==> src/hdl/orsp_pkg.sv <==
// Shared types and constants of the object record stream parser.
// Depends on nothing; used by the front parser, the result queue, the top level and the checker.
package orsp_pkg;

    localparam int ORSP_QUEUE_DEPTH = 4;

    localparam logic [1:0] KIND_CODE  = 2'd0;
    localparam logic [1:0] KIND_DATA  = 2'd1;
    localparam logic [1:0] KIND_CHAR  = 2'd2;
    localparam logic [1:0] KIND_EMPTY = 2'd3;

    typedef struct packed {
        logic [1:0]  rec_kind;
        logic [15:0] target_address;
        logic [15:0] payload;
        logic        record_last;
    } t_item;

endpackage

==> src/hdl/orsp_front.sv <==
// Front part of the object record stream parser: header parsing and body item assembly.
// Depends on orsp_pkg; produces at most one result item for each accepted byte.
module orsp_front (
    input  logic          i_clk,
    input  logic          i_rst_n,
    input  logic          i_accept,
    input  logic [7:0]    i_data_byte,
    output logic          o_item_valid,
    output orsp_pkg::t_item o_item
);
    import orsp_pkg::*;

    localparam logic [2:0] PH_TAG_HI  = 3'd0;
    localparam logic [2:0] PH_TAG_LO  = 3'd1;
    localparam logic [2:0] PH_ADDR_HI = 3'd2;
    localparam logic [2:0] PH_ADDR_LO = 3'd3;
    localparam logic [2:0] PH_CNT_HI  = 3'd4;
    localparam logic [2:0] PH_CNT_LO  = 3'd5;
    localparam logic [2:0] PH_WORDS   = 3'd6;
    localparam logic [2:0] PH_CHARS   = 3'd7;

    localparam logic [15:0] TAG_CODE  = 16'hCADE;
    localparam logic [15:0] TAG_DATA  = 16'hDADA;
    localparam logic [15:0] TAG_LABEL = 16'hC3B7;

    logic [2:0]  r_phase, n_phase;
    logic [15:0] r_tag, n_tag;
    logic [15:0] r_addr, n_addr;
    logic [15:0] r_cnt, n_cnt;
    logic [7:0]  r_high, n_high;
    logic        r_par, n_par;
    logic [15:0] full_cnt;
    logic        emit;
    t_item       item;

    always_comb begin
        n_phase  = r_phase;
        n_tag    = r_tag;
        n_addr   = r_addr;
        n_cnt    = r_cnt;
        n_high   = r_high;
        n_par    = r_par;
        emit     = 1'b0;
        full_cnt = {r_cnt[15:8], i_data_byte};
        item.rec_kind       = KIND_CODE;
        item.target_address = r_addr;
        item.payload        = 16'h0000;
        item.record_last    = (r_cnt == 16'd1);
        if (i_accept) begin
            case (r_phase)
                PH_TAG_HI: begin
                    n_tag   = {i_data_byte, 8'h00};
                    n_phase = PH_TAG_LO;
                end
                PH_TAG_LO: begin
                    n_tag   = {r_tag[15:8], i_data_byte};
                    n_phase = PH_ADDR_HI;
                end
                PH_ADDR_HI: begin
                    n_addr  = {i_data_byte, 8'h00};
                    n_phase = PH_ADDR_LO;
                end
                PH_ADDR_LO: begin
                    n_addr  = {r_addr[15:8], i_data_byte};
                    n_phase = PH_CNT_HI;
                end
                PH_CNT_HI: begin
                    n_cnt   = {i_data_byte, 8'h00};
                    n_phase = PH_CNT_LO;
                end
                PH_CNT_LO: begin
                    n_cnt = full_cnt;
                    n_par = 1'b0;
                    if (r_tag == TAG_CODE || r_tag == TAG_DATA) begin
                        n_phase = (full_cnt == 16'd0) ? PH_TAG_HI : PH_WORDS;
                    end else if (r_tag == TAG_LABEL) begin
                        if (full_cnt == 16'd0) begin
                            emit             = 1'b1;
                            item.rec_kind    = KIND_EMPTY;
                            item.record_last = 1'b1;
                            n_phase          = PH_TAG_HI;
                        end else begin
                            n_phase = PH_CHARS;
                        end
                    end else begin
                        n_phase = PH_TAG_HI;
                    end
                end
                PH_WORDS: begin
                    if (!r_par) begin
                        n_high = i_data_byte;
                        n_par  = 1'b1;
                    end else begin
                        emit          = 1'b1;
                        item.rec_kind = (r_tag == TAG_CODE) ? KIND_CODE : KIND_DATA;
                        item.payload  = {r_high, i_data_byte};
                        n_addr        = r_addr + 16'd1;
                        n_cnt         = r_cnt - 16'd1;
                        n_par         = 1'b0;
                        if (r_cnt == 16'd1) begin
                            n_phase = PH_TAG_HI;
                        end
                    end
                end
                PH_CHARS: begin
                    emit          = 1'b1;
                    item.rec_kind = KIND_CHAR;
                    item.payload  = {8'h00, i_data_byte};
                    n_cnt         = r_cnt - 16'd1;
                    if (r_cnt == 16'd1) begin
                        n_phase = PH_TAG_HI;
                    end
                end
                default: begin
                    n_phase = PH_TAG_HI;
                end
            endcase
        end
    end

    always_ff @(posedge i_clk) begin
        if (!i_rst_n) begin
            r_phase <= PH_TAG_HI;
            r_tag   <= 16'h0000;
            r_addr  <= 16'h0000;
            r_cnt   <= 16'h0000;
            r_high  <= 8'h00;
            r_par   <= 1'b0;
        end else begin
            r_phase <= n_phase;
            r_tag   <= n_tag;
            r_addr  <= n_addr;
            r_cnt   <= n_cnt;
            r_high  <= n_high;
            r_par   <= n_par;
        end
    end

    assign o_item_valid = emit;
    assign o_item       = item;

endmodule

==> src/hdl/orsp_queue.sv <==
// Back part of the object record stream parser: a short register queue of result items.
// Depends on orsp_pkg; decouples the parser from the consumer of results.
module orsp_queue #(
    parameter int DEPTH = orsp_pkg::ORSP_QUEUE_DEPTH
) (
    input  logic          i_clk,
    input  logic          i_rst_n,
    input  logic          i_push,
    input  orsp_pkg::t_item i_item,
    output logic          o_full,
    input  logic          i_pop,
    output logic          o_empty,
    output orsp_pkg::t_item o_item
);
    import orsp_pkg::*;

    localparam int AW = (DEPTH > 1) ? $clog2(DEPTH) : 1;
    localparam int CW = $clog2(DEPTH + 1);
    localparam logic [AW-1:0] LAST_PTR = AW'(DEPTH - 1);
    localparam logic [CW-1:0] FULL_CNT = CW'(DEPTH);

    t_item         r_mem [DEPTH];
    logic [AW-1:0] r_wr_ptr, n_wr_ptr;
    logic [AW-1:0] r_rd_ptr, n_rd_ptr;
    logic [CW-1:0] r_count, n_count;
    logic          do_push, do_pop;

    assign o_full  = (r_count == FULL_CNT);
    assign o_empty = (r_count == '0);
    assign do_push = i_push && !o_full;
    assign do_pop  = i_pop && !o_empty;
    assign o_item  = r_mem[r_rd_ptr];

    always_comb begin
        n_wr_ptr = r_wr_ptr;
        n_rd_ptr = r_rd_ptr;
        n_count  = r_count;
        if (do_push) begin
            n_wr_ptr = (r_wr_ptr == LAST_PTR) ? '0 : r_wr_ptr + 1'b1;
        end
        if (do_pop) begin
            n_rd_ptr = (r_rd_ptr == LAST_PTR) ? '0 : r_rd_ptr + 1'b1;
        end
        case ({do_push, do_pop})
            2'b10:   n_count = r_count + 1'b1;
            2'b01:   n_count = r_count - 1'b1;
            default: n_count = r_count;
        endcase
    end

    always_ff @(posedge i_clk) begin
        if (!i_rst_n) begin
            r_wr_ptr <= '0;
            r_rd_ptr <= '0;
            r_count  <= '0;
        end else begin
            r_wr_ptr <= n_wr_ptr;
            r_rd_ptr <= n_rd_ptr;
            r_count  <= n_count;
        end
    end

    always_ff @(posedge i_clk) begin
        if (do_push) begin
            r_mem[r_wr_ptr] <= i_item;
        end
    end

endmodule

==> src/hdl/object_record_stream_parser.sv <==
// Object record stream parser top level; depends on orsp_pkg, orsp_front and orsp_queue.
// The parser takes one byte of the object file in every cycle in which push is high and full is
// low. A byte that completes a result item writes it into a result queue of QUEUE_DEPTH entries
// as that byte is accepted, and reaches the result ports once the items ahead of it are popped.
// Full rises only when the queue holds QUEUE_DEPTH items that have not been popped; with pop
// held high the block sustains one byte per cycle indefinitely.
module object_record_stream_parser #(
    parameter int QUEUE_DEPTH = orsp_pkg::ORSP_QUEUE_DEPTH
) (
    input  logic        i_clk,
    input  logic        i_rst_n,
    input  logic        i_push,
    output logic        o_full,
    input  logic [7:0]  i_data_byte,
    input  logic        i_pop,
    output logic        o_empty,
    output logic [1:0]  o_rec_kind,
    output logic [15:0] o_target_address,
    output logic [15:0] o_payload,
    output logic        o_record_last
);
    import orsp_pkg::*;

    logic  byte_accept;
    logic  item_valid;
    t_item front_item;
    t_item head_item;

    assign byte_accept = i_push && !o_full;

    orsp_front u_front (
        .i_clk        (i_clk),
        .i_rst_n      (i_rst_n),
        .i_accept     (byte_accept),
        .i_data_byte  (i_data_byte),
        .o_item_valid (item_valid),
        .o_item       (front_item)
    );

    orsp_queue #(
        .DEPTH (QUEUE_DEPTH)
    ) u_queue (
        .i_clk   (i_clk),
        .i_rst_n (i_rst_n),
        .i_push  (item_valid),
        .i_item  (front_item),
        .o_full  (o_full),
        .i_pop   (i_pop),
        .o_empty (o_empty),
        .o_item  (head_item)
    );

    assign o_rec_kind       = head_item.rec_kind;
    assign o_target_address = head_item.target_address;
    assign o_payload        = head_item.payload;
    assign o_record_last    = head_item.record_last;

endmodule

==> config.mk <==
export PLATFORM = sky130hd
export DESIGN_NAME = object_record_stream_parser
export DESIGN_NICKNAME = d
export VERILOG_FILES = /design/src/hdl/orsp_pkg.sv /design/src/hdl/orsp_front.sv /design/src/hdl/orsp_queue.sv /design/src/hdl/object_record_stream_parser.sv
export SDC_FILE = /design/constraint.sdc
export NUM_CORES = 1
export LEC_CHECK = 0
export BUFFER_PORTS_ARGS = -buffer_cell sky130_fd_sc_hd__buf_2
export CAP_MARGIN = 20
export CELL_PAD_IN_SITES_DETAIL_PLACEMENT = 0
export CELL_PAD_IN_SITES_GLOBAL_PLACEMENT = 1
export CORE_AREA = 2 2 138 140
export DETAILED_ROUTE_END_ITERATION = 10
export DIE_AREA = 0 0 140 142
export PLACE_DENSITY_LB_ADDON = 0.1
export REMOVE_ABC_BUFFERS = 1
export SLEW_MARGIN = 20
export SYNTH_ARGS = -nofsm -noshare
export SYNTH_HDL_FRONTEND = slang
export SYNTH_SLANG_ARGS = --single-unit
==> constraint.sdc <==
create_clock -name i_clk -period 3.89 [get_ports i_clk]
set_input_delay 1.167 -clock i_clk [delete_from_list [all_inputs] [get_ports i_clk]]
set_output_delay 1.167 -clock i_clk [all_outputs]
set_load 0.1 [all_outputs]
==> results by group <==
Power
  • Final Power: 0.00450 W
  • P_sw: 0.000925 W
  • Switching Share: 20.6%
  • Internal power: 0.00357 W
  • Leakage power: 3.54 nW
  • Clock power frac: 43.9%
  • Sequential share of power: 52.9%
  • Power share of the combinational group: 3.2%
  • VDD IR max: 0.303 mV
  • PD cells: 439 nW/um^2

STA
  • RSZ-0062 raised after global routing: no
  • Final period util: 82.4%
  • Post-route setup TNS: 0 ps
  • Fin. Hold Viols: 0
  • Slew Viols, Final: 0
  • Final setup fails: 0
  • Peak Freq: about 310 MHz
  • Worst clock skew: 11.9 ps
  • Min Tclk post-route: 3200 ps
  • Slew HR: 40.0%
  • Worst-Margin Slew: 899 ps

Clock network
  • Reg clk slew, reported paths: 50 ps
  • Hold_buf cts: 0
  • Root Buffer: clkbuf_16
  • CTS Buffer Depth: 3
  • CTS tree: done
  • Htree depth: 1
  • Setup repair bufs after CTS: 0
  • Sink Count: ~210
  • Worst-Skew Late Latency: 490 ps
  • CTS Buf Count: 22
  • Post_cts resized: 0

Worst setup path
  • Worst-case reg-to-reg path depth: 10
  • Worst EP required: 2720 ps
  • R2R Setup Slk: 870 ps
  • Arr. time, crit path: 2040 ps
  • Setup crit end kind: output pin
  • CP Launch Type: register
  • Crit-path max FO: 35
  • Reg-to-Reg End: u_queue.r_count[2]$_SDFFE_PN0P_
  • Reg2reg start: u_front.r_phase[2]$_SDFFE_PN0P_
  • WS Path Type: register to output pin

Global routing
  • Initial antenna violation count: 0
  • Global-route wire length before repair: 32200 microns
  • Total Routing Usage GR: 20.8%
  • Vias in the first global route: 5876
  • Total gr overflow: 0
  • Largest net degree at the start of global routing: 37

Place
  • Routability cong.: 0.851
  • Port buffer count: 48
  • Dpl hpwl: 13200 microns

Drt
  • Antenna-violating nets left: 0
  • DR vias: slightly below 6000
  • Vias per cell: 6.03
  • WL final: 20600 microns
  • First-pass iteration count of the detailed router: 9
  • DR iter-0 viols: 387
  • Number of remaining DRC errors: 1
  • Routed len/inst: ~21 microns

Logic synthesis
  • Post-synth top area share: 46.5%
  • Syn avg cell area: 13.0 sq um
  • Yosys warns: 0
  • Synthesized area: 9040 sq um
  • Yosys reg bits: 209
  • Post-synth top area cell: edfxtp_1
  • Number of flops mapped to enable cells by yosys: 140
  • Post-synthesis cell type count: slightly above 70
  • Synth area leaders: edfxtp_1, dfxtp_1, mux4_2, o21ai_0, a21oi_1
  • Post-synth ARST share: 0%
  • Synth Instances: 693
  • Post-synthesis sequential area ratio: 61.8%
  • Post-synth top flop: edfxtp_1

Hold path
  • Hold_sp: u_front.r_tag[4]$_SDFFE_PN0P_
  • Hold depth: 2
  • WHS Endpoint: u_front.r_tag[4]$_SDFFE_PN0P_
  • HP Class: register to register

Cells and area
  • Final core occ: a little under three fifths
  • Most common cell after layout, fill and taps aside: edfxtp_1
  • Area Overhead vs Synth: 13.4%
  • Diode count: 0
  • Layout cells sized above 1: 19.3%
  • Nets: 759
  • Most frequent cells in the layout: edfxtp_1, dfxtp_1, nand2_1, o21ai_0, buf_2

Floorplan
  • # IOs: 49
  • Die height: 142 microns
  • Die width: 140 microns
  • Cell Rows: 50
  • Initial Utilization: 49.0%
  • Core area: 18500 sq um
  • Die ar.: 19900 sq um

Run status
  • Outcome: complete, but fails checks
  • Violated checks: design-rule violations

Flow run
  • Max Cap Viol: 0
## cell usage after synthesis (2+ instances only)
library cell,number
inv_2,2
and3_1,4
o31a_1,3
o211ai_1,4
clkbuf_1,26
nand3_1,10
nor4_1,5
nor3_1,13
a22oi_1,10
and2_1,23
nor4bb_1,2
nand2b_1,3
inv_1,18
o21ai_0,49
a22o_1,4
a32oi_1,2
and4_1,3
xor2_1,3
nand4_1,10
o2bb2ai_1,3
nand2_1,57
mux2i_1,11
edfxtp_1,140
a31oi_1,7
ha_1,9
a211oi_1,4
buf_2,13
and3b_1,2
a221oi_1,3
o31ai_1,5
or3_1,6
nor2_1,40
o21a_1,3
a311oi_1,6
or4bb_1,2
dfxtp_1,69
a32o_1,5
a21oi_1,47
mux4_2,35
## worst max path at each step
| stage | from | endpoint | slack (ps) | cells past startpoint |
|---|---|---|---|---|
| floorplan | u_queue.r_count[0]$_SDFFE_PN0P_ | u_queue.r_count[2]$_SDFFE_PN0P_ | 20 | 9 |
| global placement | i_data_byte[0] | u_queue.r_count[2]$_SDFFE_PN0P_ | 520 | 12 |
| detailed placement | i_data_byte[0] | u_queue.r_count[2]$_SDFFE_PN0P_ | 430 | 12 |
| CTS | register | o_payload[14] | 650 | 3 |
| global route | register | o_rec_kind[1] | 620 | 3 |
| finish | register | o_payload[14] | 690 | 3 |
## critical path, stage by stage, from the launching register on
cell	delay, ps
dfxtp_1	300
buf_4	460
mux4_2	320
buf_2	430
## state kept, by name, indices dropped and copies added (netlist names), 2 cells and up, named ones only
register	flops
u_front.r_cnt	16
u_queue.r_mem	140
u_queue.r_rd_ptr	2
u_front.r_high	8
u_queue.r_wr_ptr	2
u_front.r_addr	16
u_front.r_phase	3
u_front.r_tag	16
u_queue.r_count	3
## final cells by class
| cell class | count | area (sq um) |
|---|---|---|
| Inverter | 21 | 78.8 |
| Clock buffer | 30 | 612 |
| Multi-Input combinational cell | 421 | 3200 |
| Tap cell | 234 | 293 |
| Sequential cell | 209 | 5590 |
| Clock inverter | 10 | 76.3 |
| Timing Repair Buffer | 62 | 408 |
| Fill cell | 1546 | 8210 |
## per-layer routing
metal,track usage (%),vias up,wire (microns)
li1,-,2754,-
met1,27.9,2970,8870
met2,36.2,193,10300
met3,2.76,35,1010
met4,5.53,0,465
met5,0,-,0
## kinds of logic after synthesis
kind of cell               synth area share (%)
DFF                                        61.8
muxes                                      9.94
buffers and inverters                      2.85
AOI/OAI and AO/OA                          12.0
and+or+nand+nor                            11.6
xor gates and xnor gates                  0.388
adders and majority gates                  1.47
## power groups by stage
stage               Combinational [W]  Sequential, W  Clock (W)
global route                 0.000157        0.00238    0.00211
global placement             0.000141        0.00242          0
floorplan                   0.0000770        0.00243          0
detailed placement           0.000142        0.00243          0
finish                       0.000143        0.00238    0.00198
CTS                          0.000143        0.00238    0.00203
## metrics by stage
stage          hold slack, ps  worst slack, ps  instances  instance area (sq um)
3_5_place_dp              446              430        947                   9560
3_3_place_gp              451              522        947                   9560
5_1_grt                   495              619        987                  10200
4_1_cts                   454              649        987                  10200
6_report                  452              686        987                  10200
2_1_floorplan             432             22.8        651                   8860
No activity file was read; power rests on OpenSTA's default activity.
